File: config.mk
export PLATFORM = sky130hd
export DESIGN_NAME = bpfa_ctrl
export DESIGN_NICKNAME = d
export VERILOG_FILES = /design/src/hdl/bpfa_pkg.sv /design/src/hdl/bpfa_ctrl.sv
export SDC_FILE = /design/constraint.sdc
export NUM_CORES = 1
export LEC_CHECK = 0
export BUFFER_PORTS_ARGS = -buffer_cell sky130_fd_sc_hd__buf_2
export CAP_MARGIN = 20
export CORE_AREA = 2 2 39 41
export DETAILED_ROUTE_END_ITERATION = 7
export DIE_AREA = 0 0 41 43
export GPL_ROUTABILITY_DRIVEN = 0
export PLACE_DENSITY_LB_ADDON = 0.08
export SYNTH_ARGS = -nofsm -noshare
export SYNTH_HDL_FRONTEND = slang
export SYNTH_SLANG_ARGS = --single-unit
File: constraint.sdc
create_clock -name clock -period 1.6 [get_ports clock]
set_input_delay 0.32 -clock clock [delete_from_list [all_inputs] [get_ports clock]]
set_output_delay 0.32 -clock clock [all_outputs]
set_load 0.02 [all_outputs]
File: src/hdl/bpfa_pkg.sv
package bpfa_pkg;

   localparam int MAX_PAGES = 65536;
   localparam int PAGE_W = 16;
   localparam int CNT_W = 17;
   localparam int WORD_BITS = 64;
   localparam int BIT_W = $clog2(WORD_BITS);
   localparam int WORD_COUNT = MAX_PAGES / WORD_BITS;
   localparam int WADDR_W = $clog2(WORD_COUNT);
   localparam int POP_W = BIT_W + 1;

   localparam logic [CNT_W-1:0] MAX_COUNT = CNT_W'(MAX_PAGES);

   localparam logic [2:0] MODE_LOCK      = 3'd0;
   localparam logic [2:0] MODE_FREE      = 3'd1;
   localparam logic [2:0] MODE_RESERVE   = 3'd2;
   localparam logic [2:0] MODE_UNRESERVE = 3'd3;
   localparam logic [2:0] MODE_REQUEST   = 3'd4;

   localparam logic CSR_USABLE_PAGES = 1'b0;
   localparam logic CSR_INITIAL_FREE = 1'b1;

   typedef struct packed {
      logic [2:0]        mode;
      logic [PAGE_W-1:0] page_index;
      logic [CNT_W-1:0]  page_count;
   } bpfa_req_type;

   typedef struct packed {
      logic              ok;
      logic [PAGE_W-1:0] granted_page;
      logic [CNT_W-1:0]  free_count;
      logic [CNT_W-1:0]  used_pages;
      logic [CNT_W-1:0]  reserved_pages;
   } bpfa_rsp_type;

   typedef struct packed {
      logic clear;
      logic load;
      logic setup;
      logic modify;
      logic count;
      logic update;
      logic capture;
   } bpfa_cmd_type;

   typedef struct packed {
      logic clear_last;
      logic empty;
      logic upd_last;
   } bpfa_status_type;

   function automatic logic [POP_W-1:0] popcount(input logic [WORD_BITS-1:0] x);
      logic [POP_W-1:0] sum;
      sum = '0;
      for (int i = 0; i < WORD_BITS; i++) begin
         sum = sum + POP_W'(x[i]);
      end
      return sum;
   endfunction

   function automatic logic [BIT_W-1:0] lowest_index(input logic [WORD_BITS-1:0] x);
      logic [BIT_W-1:0] idx;
      idx = '0;
      for (int i = WORD_BITS - 1; i >= 0; i--) begin
         if (x[i]) begin
            idx = BIT_W'(i);
         end
      end
      return idx;
   endfunction

   function automatic logic [CNT_W-1:0] sat_add(input logic [CNT_W-1:0] c,
                                                input logic [POP_W-1:0] n);
      logic [CNT_W:0] sum;
      sum = {1'b0, c} + (CNT_W+1)'(n);
      return (sum > {1'b0, MAX_COUNT}) ? MAX_COUNT : sum[CNT_W-1:0];
   endfunction

   function automatic logic [CNT_W-1:0] sat_sub(input logic [CNT_W-1:0] c,
                                                input logic [POP_W-1:0] n);
      return (CNT_W'(n) > c) ? '0 : c - CNT_W'(n);
   endfunction

endpackage

File: src/hdl/bpfa_ctrl.sv
module bpfa_ctrl (
   input  logic                      clock,
   input  logic                      reset,
   input  logic                      req_valid,
   output logic                      req_ready,
   output logic                      rsp_valid,
   input  logic                      rsp_ready,
   input  bpfa_pkg::bpfa_status_type status,
   output bpfa_pkg::bpfa_cmd_type    cmd
);
   import bpfa_pkg::*;

   typedef enum logic [7:0] {
      S_CLEAR = 8'b0000_0001,
      S_IDLE  = 8'b0000_0010,
      S_SETUP = 8'b0000_0100,
      S_READ  = 8'b0000_1000,
      S_MOD   = 8'b0001_0000,
      S_CNT   = 8'b0010_0000,
      S_UPD   = 8'b0100_0000,
      S_DONE  = 8'b1000_0000
   } state_type;

   state_type state_ff, state_in;
   logic      rsp_valid_ff, rsp_valid_in;
   logic      out_free;

   assign req_ready = (state_ff == S_IDLE);
   assign rsp_valid = rsp_valid_ff;
   assign out_free  = !rsp_valid_ff || rsp_ready;

   always_comb begin
      cmd      = '0;
      state_in = state_ff;
      case (state_ff)
         S_CLEAR: begin
            cmd.clear = 1'b1;
            if (status.clear_last) begin
               state_in = S_IDLE;
            end
         end
         S_IDLE: begin
            if (req_valid) begin
               cmd.load = 1'b1;
               state_in = S_SETUP;
            end
         end
         S_SETUP: begin
            cmd.setup = 1'b1;
            state_in  = status.empty ? S_DONE : S_READ;
         end
         S_READ: begin
            state_in = S_MOD;
         end
         S_MOD: begin
            cmd.modify = 1'b1;
            state_in   = S_CNT;
         end
         S_CNT: begin
            cmd.count = 1'b1;
            state_in  = S_UPD;
         end
         S_UPD: begin
            cmd.update = 1'b1;
            state_in   = status.upd_last ? S_DONE : S_READ;
         end
         S_DONE: begin
            // wait for the output register to drain
            if (out_free) begin
               cmd.capture = 1'b1;
               state_in    = S_IDLE;
            end
         end
         default: begin
            state_in = S_IDLE;
         end
      endcase
   end

   always_comb begin
      if (cmd.capture) begin
         rsp_valid_in = 1'b1;
      end else if (rsp_ready) begin
         rsp_valid_in = 1'b0;
      end else begin
         rsp_valid_in = rsp_valid_ff;
      end
   end

   always_ff @(posedge clock) begin
      if (reset) begin
         state_ff     <= S_CLEAR;
         rsp_valid_ff <= 1'b0;
      end else begin
         state_ff     <= state_in;
         rsp_valid_ff <= rsp_valid_in;
      end
   end

endmodule

; ---- Word level (Yosys, flattened, before mapping)
; Index checks and enable logic that the tools add are counted.
[classes]
eq_ne = 11
n_reduce_logical = 4
muxes = 17
[op_table]
columns = cell, count
row1 = 8-bit case mux with 8 select lines, 1
row2 = 8-bit two-way mux, 5
row3 = 1-bit two-way mux, 11
row4 = "8-bit by 1-bit == test with 1-bit output, second input constant", 1
row5 = "8-bit by 2-bit == test with 1-bit output, second input constant", 1
row6 = "8-bit by 3-bit == test with 1-bit output, second input constant", 1
row7 = "8-bit by 4-bit == test with 1-bit output, second input constant", 1
row8 = "8-bit by 5-bit == test with 1-bit output, second input constant", 1
row9 = "8-bit by 6-bit == test with 1-bit output, second input constant", 1
row10 = "8-bit by 7-bit == test with 1-bit output, second input constant", 1
row11 = "8-bit == test, second input constant", 1
row12 = "2-bit != test, second input constant", 3
row13 = 3-bit AND reduction, 1
row14 = 2-bit nonzero test, 1
row15 = 1-bit logical NOT, 1
row16 = 1-bit logical OR, 1
[totals]
wordCells = 34
input_bits = 7
output_inout_bits = 9
reg_bits = 9

; ---- Depth between registers and ports, before layout
; Gate-level depths: netlist of the first run.
[depth]
depth_word = 5
ltp_mapped = 6
depth_no_buf = 5

; ---- Worst setup path before layout of the first run
; No wires, ideal clock.
[synth_path]
path_kind = reg2out
from = register state_ff[6]
to = output cmd[2] (netlist name)
path_buffers = 1
stages_incl_launch_ff = 5
path_slack_ns = -0.014
t_arrival_ns = 1.294
required_time_ns = 1.280
path_cell_list = dfxtp_1 > buf_4 > nor3_1 > nand2_1 > nor3_1
[synth_lines]
columns = item, line
row1 = from (decl), bpfa_ctrl.sv:24  ; state_type state_ff, state_in;
row2 = from (signal assigned), bpfa_ctrl.sv:95  ; state_ff <= state_in;
row3 = to (decl), bpfa_ctrl.sv:9  ; output bpfa_pkg::bpfa_cmd_type cmd

==> key figures, run 1 <==
Power
  – Clock Power Share: 35.8%
  – Comb power frac: 17.7%
  – Seq pwr share: 46.5%
  – Tot Pwr: 0.000510 W
  – Pwr dens: 662 nW/um^2
  – Maximum vdd ir drop: 432 uV
  – Switching Fraction: 28.0%
  – Int Power: 0.000368 W
  – NetSw: 0.000143 W
  – Leakage: 0.337 nW

Global routing
  – Met1 usage: 23.9%
  – Grt peak-use layer: met2
  – Initial antenna violation count: 0
  – Largest net degree at the start of global routing: 9
  – Met3 Use GR: 4.71%
  – All-Layer GR Usage: 17.0%
  – First-pass GRT wire length: 2040 um
  – GR Util met2: 24.1%
  – Number of global-route vias before repair: 505
  – Grt total ovfl: 0

Floorplan
  – Die area: 1760 sq um
  – IO Count: 16
  – Core area: 1380 sq um
  – Initial Utilization: 40.2%
  – Die Height: 43 um
  – Die Width: 41 um
  – Rows: 14

Setup path
  – Buf+Inv Stages, Crit Path: 2
  – Critical Path End: cmd[0]
  – Startpoint type of the worst setup path: flop
  – Most Frequent Cell on Critical Path: buf_4
  – Crit path from: state_ff[4]
  – Top delay family on crit path: simple AND/OR/NAND/NOR gates
  – Data required, critical path: 1.28 ns
  – CP peak stage delay: 0.35 ns
  – RR Endpoint: state_ff[4]
  – CP max stage cell: dfxtp_2
  – Crit path depth: 5
  – FF-to-FF path depth: 5
  – Critical-path maximum fanout: 4
  – Critical path arrival: 1.41 ns
  – Critical Path Sink Type: primary output
  – Flop-to-flop setup slack: 0.19 ns
  – Crit Path Class: flop to primary output
  – R2r startpoint: state_ff[4]
  – Worst path cell trace: nor4_4 > buf_4 > nand2_1 > nor2_1 > buf_4

Layout
  – Ant diodes: 0
  – Fillers: 134
  – Layout area overhead: 38.4%
  – Cell area after layout: 771 sq um
  – Commonest cells after routing, fill and taps aside: buf_4 (13), buf_2 (9), nor2_1 (7)
  – Most common cell after layout, fill and taps aside: buf_4
  – Nets: 99
  – Layout cells sized above 1: 49.5%

Detailed routing
  – Avg WL per Cell: 11.8 um
  – Initial DRC count: 5
  – Post-detailed-route count of antenna-violating nets: 0
  – Drt total wl: 1270 um
  – Routed vias/inst: 5.21
  – Via count: 557
  – DRC: 0
  – DRT Pass-1 Iters: 3

Timing
  – Fmax: 579 MHz
  – Setup violators final: 6
  – Total negative slack: -0.453 ns
  – Relative slew slack: 75.1%
  – Final WS setup: -0.127 ns
  – Final hold viol count: 0
  – Worst Tran Pin Value: 0.372 ns
  – Layout Skew: 0.000840 ns
  – Period minus WS final: 1.73 ns
  – Slew Limit Fails: 0
  – Fin crit share: 108%
  – RSZ-0062 raised after global routing: true

Clocking
  – TritonCTS Buffers: 3
  – Root Buffer Master: clkbuf_4
  – CTS Hold Buffers Added: 0
  – Clock sink count: 9
  – CTS Buffer Depth: 2
  – Worst-skew pair later-pin latency: 0.26 ns
  – CTS tree: built
  – Clock transition at the registers of the reported paths: 0.07 ns
  – CTS H-tree lvls: 1

Status
  – Run status: finished, violations left
  – Failing checks: negative setup slack

Synthesis
  – Post-Syn Area per Cell: 8.19 sq um
  – Leading area contributor after synthesis: dfxtp_1
  – Yosys warning total: 0
  – Cells after Synth: 68
  – Register area share after synthesis: 32.4%
  – Flops & latches, synth: 9
  – Number of synthesized flops with an enable pin: 0
  – Net Count, Synth: 75
  – Main synth FF type: dfxtp_1
  – Yosys top cell area share: 32.4%
  – FFs w/ async S/R, synth: 0%
  – Synth top area cells: dfxtp_1 (32%), nor2_1 (5.4%), nor2b_1 (4.5%)
  – Mapped Area: 557 sq um
  – Number of library cell types mapped by synthesis: 30

Placement
  – # port buffers: 15
  – Area after DPL: 663 sq um
  – Final HPWL DP: 917 um

Flow run
  – Max-Cap Viols: 0

Min path
  – Worst hold path class: input port to flop
==> synthesized netlist by cell type (all sizes together) (2+ instances only) <==
library cell / number
nor3: 5
nand3: 2
nand2: 4
buf: 3
and2: 2
o21ai: 5
nor2b: 4
and3: 2
nor2: 8
nor4: 3
xor2: 2
a21oi: 3
dfxtp: 9
a22oi: 2
inv: 5
==> cell type report <==
cell class / instances / area, sq um / share of cell area (%)
Inverter: 5 / 18.8 / 2.44
Tap cell: 16 / 20.0 / 2.60
Clock buffer: 4 / 26.3 / 3.41
Multi-Input combinational cell: 50 / 359 / 46.6
Timing Repair Buffer: 23 / 154 / 20.0
Sequential cell: 9 / 193 / 25.0
==> metrics by stage <==
stage,instances,util [%],setup WS [ns],hold WS [ns]
global route,107,55.7,-0.204,0.287
finish,107,55.7,-0.127,0.274
global placement,100,47.9,0.0450,0.558
CTS,105,53.0,-0.113,0.276
floorplan,68,-,0.0727,0.382
detailed placement,100,47.9,0.0699,0.558
==> power groups by stage <==
stage | combinational (W) | sequential, W | clock (W)
finish | 0.0000906 | 0.000237 | 0.000183
global route | 0.000100 | 0.000238 | 0.000196
CTS | 0.0000852 | 0.000239 | 0.000183
detailed placement | 0.0000785 | 0.000245 | 0
global placement | 0.0000792 | 0.000245 | 0
floorplan | 0.0000538 | 0.000239 | 0
==> sequential cells by signal, summed over array words and instances, names as in the netlist <==
signal,flops
rsp_valid,1
state_ff,8
==> metal layers <==
metal / wire length, um / up-vias
met3: 54 / 2
met5: 0 / -
met1: 574 / 261
li1: - / 284
met2: 624 / 10
met4: 11 / 0
==> how the worst min path moves through the flow <==
| stage | cells after the start | startpoint | to |
|---|---|---|---|
| global route | 2 | reset | state_ff[7] |
| finish | 2 | reset | state_ff[7] |
| detailed placement | 2 | reset | state_ff[7] |
| global placement | 2 | reset | state_ff[7] |
| CTS | 2 | reset | state_ff[7] |
| floorplan | 1 | reset | state_ff[7] |
==> timing repair <==
action	CTS	global route
pin swaps	3	4
endpoints found under the setup margin	7	8
buffers inserted	1	2
gates resized for setup	14	7
hold endpoints to repair	0	0
==> cell families (layout without fill, tap and decap cells) <==
kind of cell,Yosys count,after routing,synth area share [%]
compound gates,13,13,15.5
simple gates,35,35,40.0
xor+xnor,2,2,3.15
flops,9,9,32.4
buf+inv,9,32,8.99
Note: power is estimated with default switching activity, not from simulation.
==> run 2, diff against run 1 <==
- CORE_AREA: 2 2 39 41 -> default
- CORE_MARGIN: default -> 1.5
- CORE_UTILIZATION: default -> 35
- DIE_AREA: 0 0 41 43 -> default
- PLACE_DENSITY: default -> 0.54
- PLACE_DENSITY_LB_ADDON: 0.08 -> default
==> key figures, run 2 (synthesis results as in run 1) <==
Layout
  – Nets: 103
  – Finished Layout Cells: 111
  – Fillers: 132
  – Fin util: 55.5%
  – Cell area after layout: 827 sq um
  – Ant diodes: 0
  – Layout cells sized above 1: 53.7%
  – Layout area overhead: 48.5%
  – Biggest register: state_ff
  – Commonest cells after routing, fill and taps aside: buf_4 (15), buf_2 (9), nor2_1 (8)
  – Most common cell after layout, fill and taps aside: buf_4
  – Largest register FFs: 8

Flow run
  – Max-Cap Viols: 0

Timing
  – Fin crit share: 107%
  – Slew Limit Fails: 0
  – Layout Skew: 0.00267 ns
  – Setup violators final: 6
  – Period minus WS final: 1.71 ns
  – Fmax: 585 MHz
  – RSZ-0062 raised after global routing: true
  – Final hold viol count: 0
  – Relative slew slack: 75.1%
  – Final WS setup: -0.111 ns
  – Worst Tran Pin Value: 0.372 ns

Clocking
  – TritonCTS Buffers: 3
  – CTS H-tree lvls: 1
  – CTS Buffer Depth: 2
  – CTS Hold Buffers Added: 0
  – Root Buffer Master: clkbuf_4
  – Clock transition at the registers of the reported paths: 0.06 ns
  – CTS tree: built
  – Worst-skew pair later-pin latency: 0.26 ns
  – Clock sink count: 9

Setup path
  – Data required, critical path: 1.28 ns
  – Crit Path Class: flop to primary output
  – FF-to-FF path depth: 7
  – Critical Path Sink Type: primary output
  – Critical-path maximum fanout: 4
  – Startpoint type of the worst setup path: flop
  – Critical path arrival: 1.39 ns

Detailed routing
  – DRC: 0
  – Drt total wl: 1310 um
  – Avg WL per Cell: 11.8 um
  – Routed vias/inst: 5.03
  – Via count: 558
  – Initial DRC count: 10
  – DRT Pass-1 Iters: 4
  – Post-detailed-route count of antenna-violating nets: 0

Placement
  – Area after DPL: 656 sq um
  – # port buffers: 15
  – Final HPWL DP: 901 um
  – Placed Cells: 99

Global routing
  – Initial antenna violation count: 0
  – Largest net degree at the start of global routing: 9
  – All-Layer GR Usage: 15.1%
  – First-pass GRT wire length: 2040 um
  – Grt total ovfl: 0
  – Number of global-route vias before repair: 510

Power
  – NetSw: 0.000145 W
  – Switching Fraction: 28.1%
  – Leakage: 0.364 nW
  – Clock Power Share: 35.0%
  – Comb power frac: 19.2%
  – Int Power: 0.000372 W
  – Maximum vdd ir drop: 446 uV
  – Pwr dens: 626 nW/um^2
  – Seq pwr share: 45.8%

Floorplan
  – Initial Utilization: 37.4%
  – Core area: 1490 sq um
  – Rows: 14
  – Die Width: 42.9 um
  – Die area: 1840 sq um
  – IO Count: 16
  – Die Height: 42.9 um

Min path
  – WHS Path Cells: 2
  – Worst hold path class: input port to flop

Status
  – Failing checks: negative setup slack
  – Run status: finished, violations left
run 2: metal layers:
metal / share of wire [%] / vias to the layer above / GRT usage, %
li1: - / 294 / -
met1: 48 / 245 / 18.1
met2: 46 / 17 / 24.5
met3: 5.0 / 2 / 3.83
met4: 1.1 / 0 / 7.50
met5: 0 / - / 0
run 2: power by group through the flow:
stage	Combinational, W	Sequential [W]	Clock (W)
6_report	0.0000993	0.000237	0.000181
5_1_grt	0.000108	0.000238	0.000199
4_1_cts	0.0000909	0.000240	0.000186
3_5_place_dp	0.0000697	0.000247	0
3_3_place_gp	0.0000704	0.000247	0
2_1_floorplan	0.0000538	0.000239	0
run 2: worst max-delay path, stage by stage, from the launching register on:
cell     delay [ns]
dfxtp_4        0.36
nor4_4         0.29
buf_4          0.17
and3_4         0.20
buf_6          0.12
run 2: timing repair:
item | 4_1_cts | 5_1_grt
pin swaps | 6 | 7
gates resized for setup | 20 | 9
setup endpoints to repair | 8 | 13
buffers inserted | 4 | 4
run 2: area by class of cell:
class	instances	area [sq um]	area share [%]
inverter	5	18.8	2.27
timing repair buffer	27	191	23.1
multi-input combinational	50	372	44.9
sequential	9	199	24.1
clock buffer	4	26.3	3.18
tap	16	20.0	2.42
run 2: through the flow:
stage	setup WS, ns	power, W	hold WS, ns	TNS (ns)
after global placement	0.0607	0.000317	0.553	0
after detailed placement	0.0757	0.000317	0.566	0
after global routing	-0.189	0.000545	0.276	-1.18
final	-0.111	0.000518	0.279	-0.430
after floorplan	0.0727	0.000293	0.382	0
after CTS	-0.120	0.000516	0.280	-0.466
run 2: final timing paths:
check                     end         from  slack, ns
hold reg to reg   state_ff[4]  state_ff[3]       0.57
setup / recovery       cmd[4]  state_ff[5]      -0.11
setup reg to reg  state_ff[4]  state_ff[5]       0.04
hold / removal    state_ff[7]        reset       0.28
==> run 3, diff against run 2 <==
- ABC_AREA: default -> 1
- CELL_PAD_IN_SITES_DETAIL_PLACEMENT: default -> 1
- CELL_PAD_IN_SITES_GLOBAL_PLACEMENT: default -> 2
- CORE_UTILIZATION: 35 -> 27
- PLACE_DENSITY: 0.54 -> 0.71
==> key figures, run 3 <==
Setup path
  – Critical-path maximum fanout: 4
  – Critical Path Sink Type: primary output
  – Flop-to-flop setup slack: 0.39 ns
  – Critical path arrival: 1.25 ns
  – Crit Path Class: flop to primary output
  – Data required, critical path: 1.28 ns
  – Startpoint type of the worst setup path: flop

Timing
  – Layout Skew: 0.0109 ns
  – Period minus WS final: 1.57 ns
  – Total negative slack: 0 ns
  – Setup violators final: 0
  – Worst Tran Pin Value: 0.346 ns
  – Fmax: 638 MHz
  – Final hold viol count: 0
  – Fin crit share: 98.0%
  – Worst hold slack: 0.325 ns
  – RSZ-0062 raised after global routing: true
  – Slew Limit Fails: 0
  – Relative slew slack: 76.8%

Synthesis
  – Leading area contributor after synthesis: dfxtp_1
  – Post-Syn Area per Cell: 7.27 sq um
  – FFs w/ async S/R, synth: 0%
  – Compound-gate portion of the synthesized area: 2.70%
  – Post-Synth Simple-Gate Area: 57.5%
  – Main combinational cell family by area after synthesis: simple AND/OR/NAND/NOR gates
  – Cell with the most instances after synthesis: nor2_1
  – Commonest cells in the netlist: nor2_1 (14), inv_1 (11), nand2_1 (11)
  – Post-synthesis adder-cell area fraction: 0%
  – Number of library cell types mapped by synthesis: 19
  – Mapped Area: 603 sq um
  – Register area share after synthesis: 29.9%
  – Post-synthesis xor/xnor area fraction: 0%
  – Number of synthesized flops with an enable pin: 0
  – Yosys warning total: 0
  – Net Count, Synth: 90
  – Synth top area cells: dfxtp_1 (30%), nor2_4 (9.3%), nor2_1 (8.7%)
  – Cells after Synth: 83
  – Main synth FF type: dfxtp_1
  – Yosys top cell area share: 29.9%
  – Flops & latches, synth: 9
  – Multiplexer share of the synthesized area: 0%

Floorplan
  – Die Width: 50.3 um
  – IO Count: 16
  – Die Height: 50.3 um
  – Core area: 2040 sq um
  – Initial Utilization: 29.5%
  – Die area: 2530 sq um
  – Rows: 16

Clocking
  – CTS Hold Buffers Added: 0
  – Worst-skew pair later-pin latency: 0.27 ns
  – CTS Buffer Depth: 2
  – Clock transition at the registers of the reported paths: 0.08 ns
  – Clock sink count: 9
  – TritonCTS Buffers: 3
  – CTS tree: built
  – Root Buffer Master: clkbuf_4
  – CTS H-tree lvls: 1

Global routing
  – Number of global-route vias before repair: 601
  – Largest net degree at the start of global routing: 8
  – All-Layer GR Usage: 13.9%
  – Grt total ovfl: 0
  – Initial antenna violation count: 0
  – First-pass GRT wire length: 2630 um

Power
  – Pwr dens: 661 nW/um^2
  – Leakage: 0.365 nW
  – Tot Pwr: 0.000519 W
  – Maximum vdd ir drop: 357 uV

Layout
  – Commonest cells after routing, fill and taps aside: nor2_1 (14), inv_1 (10), nand2_1 (10)
  – Largest register FFs: 8
  – Layout cells sized above 1: 52.0%
  – Biggest register: state_ff
  – Most common cell after layout, fill and taps aside: nor2_1
  – Ant diodes: 0
  – Cell area after layout: 786 sq um
  – Nets: 110
  – Layout area overhead: 30.3%

Detailed routing
  – Post-detailed-route count of antenna-violating nets: 0
  – Drt total wl: 1530 um
  – DRT Pass-1 Iters: 4
  – Avg WL per Cell: 11.8 um
  – DRC: 0
  – Via count: 573
  – Routed vias/inst: 4.44
  – Initial DRC count: 5

Flow run
  – Max-Cap Viols: 0

Placement
  – Final HPWL DP: 1220 um
  – # port buffers: 15
  – Area after DPL: 704 sq um

Min path
  – Worst hold path class: input port to flop

Status
  – Run status: complete, no violations
==> run 3: changes by cell type in the layout (fill, tap and decap cells not counted), moves of 4 or more <==
cell	previous run	this run
nor2_4	0	6
o21ai_0	5	0
inv_1	5	10
nor2_2	0	4
buf_4	15	8
nor2_1	8	14
nand2_1	3	10
dfxtp_4	4	0
==> run 3: final timing paths <==
kind | cells after the start | endpoint | startpoint
setup / recovery | 4 | cmd[0] | state_ff[5]
hold / removal | 2 | rsp_valid | reset
setup reg to reg | 7 | state_ff[1] | state_ff[7]
hold reg to reg | 2 | state_ff[4] | state_ff[3]
==> run 3: cell families after synthesis <==
kind of cell,Yosys count
flip-flops,9
AO/OA/AOI/OAI,2
buffers and inverters,15
AND/OR/NAND/NOR,57
==> run 3: cell type report <==
| type | instances | area [sq um] |
|---|---|---|
| tap | 27 | 33.8 |
| inverter | 14 | 52.6 |
| clock inverter | 1 | 5.00 |
| sequential | 9 | 188 |
| fill | 284 | 1260 |
| multi-input combinational | 59 | 384 |
| clock buffer | 3 | 22.5 |
| timing repair buffer | 16 | 100 |
==> run 3: power by group <==
part	switching, W	total, W	internal (W)
Combinational	0.0000589	0.0000925	0.0000336
Clock	0.0000958	0.000188	0.0000926
Sequential	0.00000748	0.000238	0.000231
Total	0.000162	0.000519	0.000357
==> run 3: what timing repair did <==
action,in CTS,in global routing
endpoints found under the setup margin,2,8
setup buffers,0,1
pin swaps,0,3
gates resized for setup,8,10
==> run 3: metrics by stage <==
step / utilization, % / worst slack, ns / cells
3_5_place_dp: 34.5 / 0.246 / 124
6_report: 38.5 / 0.0317 / 129
2_1_floorplan: - / 0.255 / 83
3_3_place_gp: 34.5 / 0.280 / 124
5_1_grt: 38.5 / -0.0611 / 129
4_1_cts: 36.8 / 0.00256 / 128
==> run 3: critical path, cell delays in order, from the launching register on <==
cell and delay [ns]:
dfxtp_1 0.36, inv_1 0.09, nand2_2 0.07, nor4_4 0.27
buf_4 0.19
==> run 3: metal layers <==
layer / routed length (um) / GRT usage (%)
met5: 0 / 0
met4: 14 / 4.17
met3: 114 / 5.95
met2: 658 / 20.6
met1: 736 / 18.1
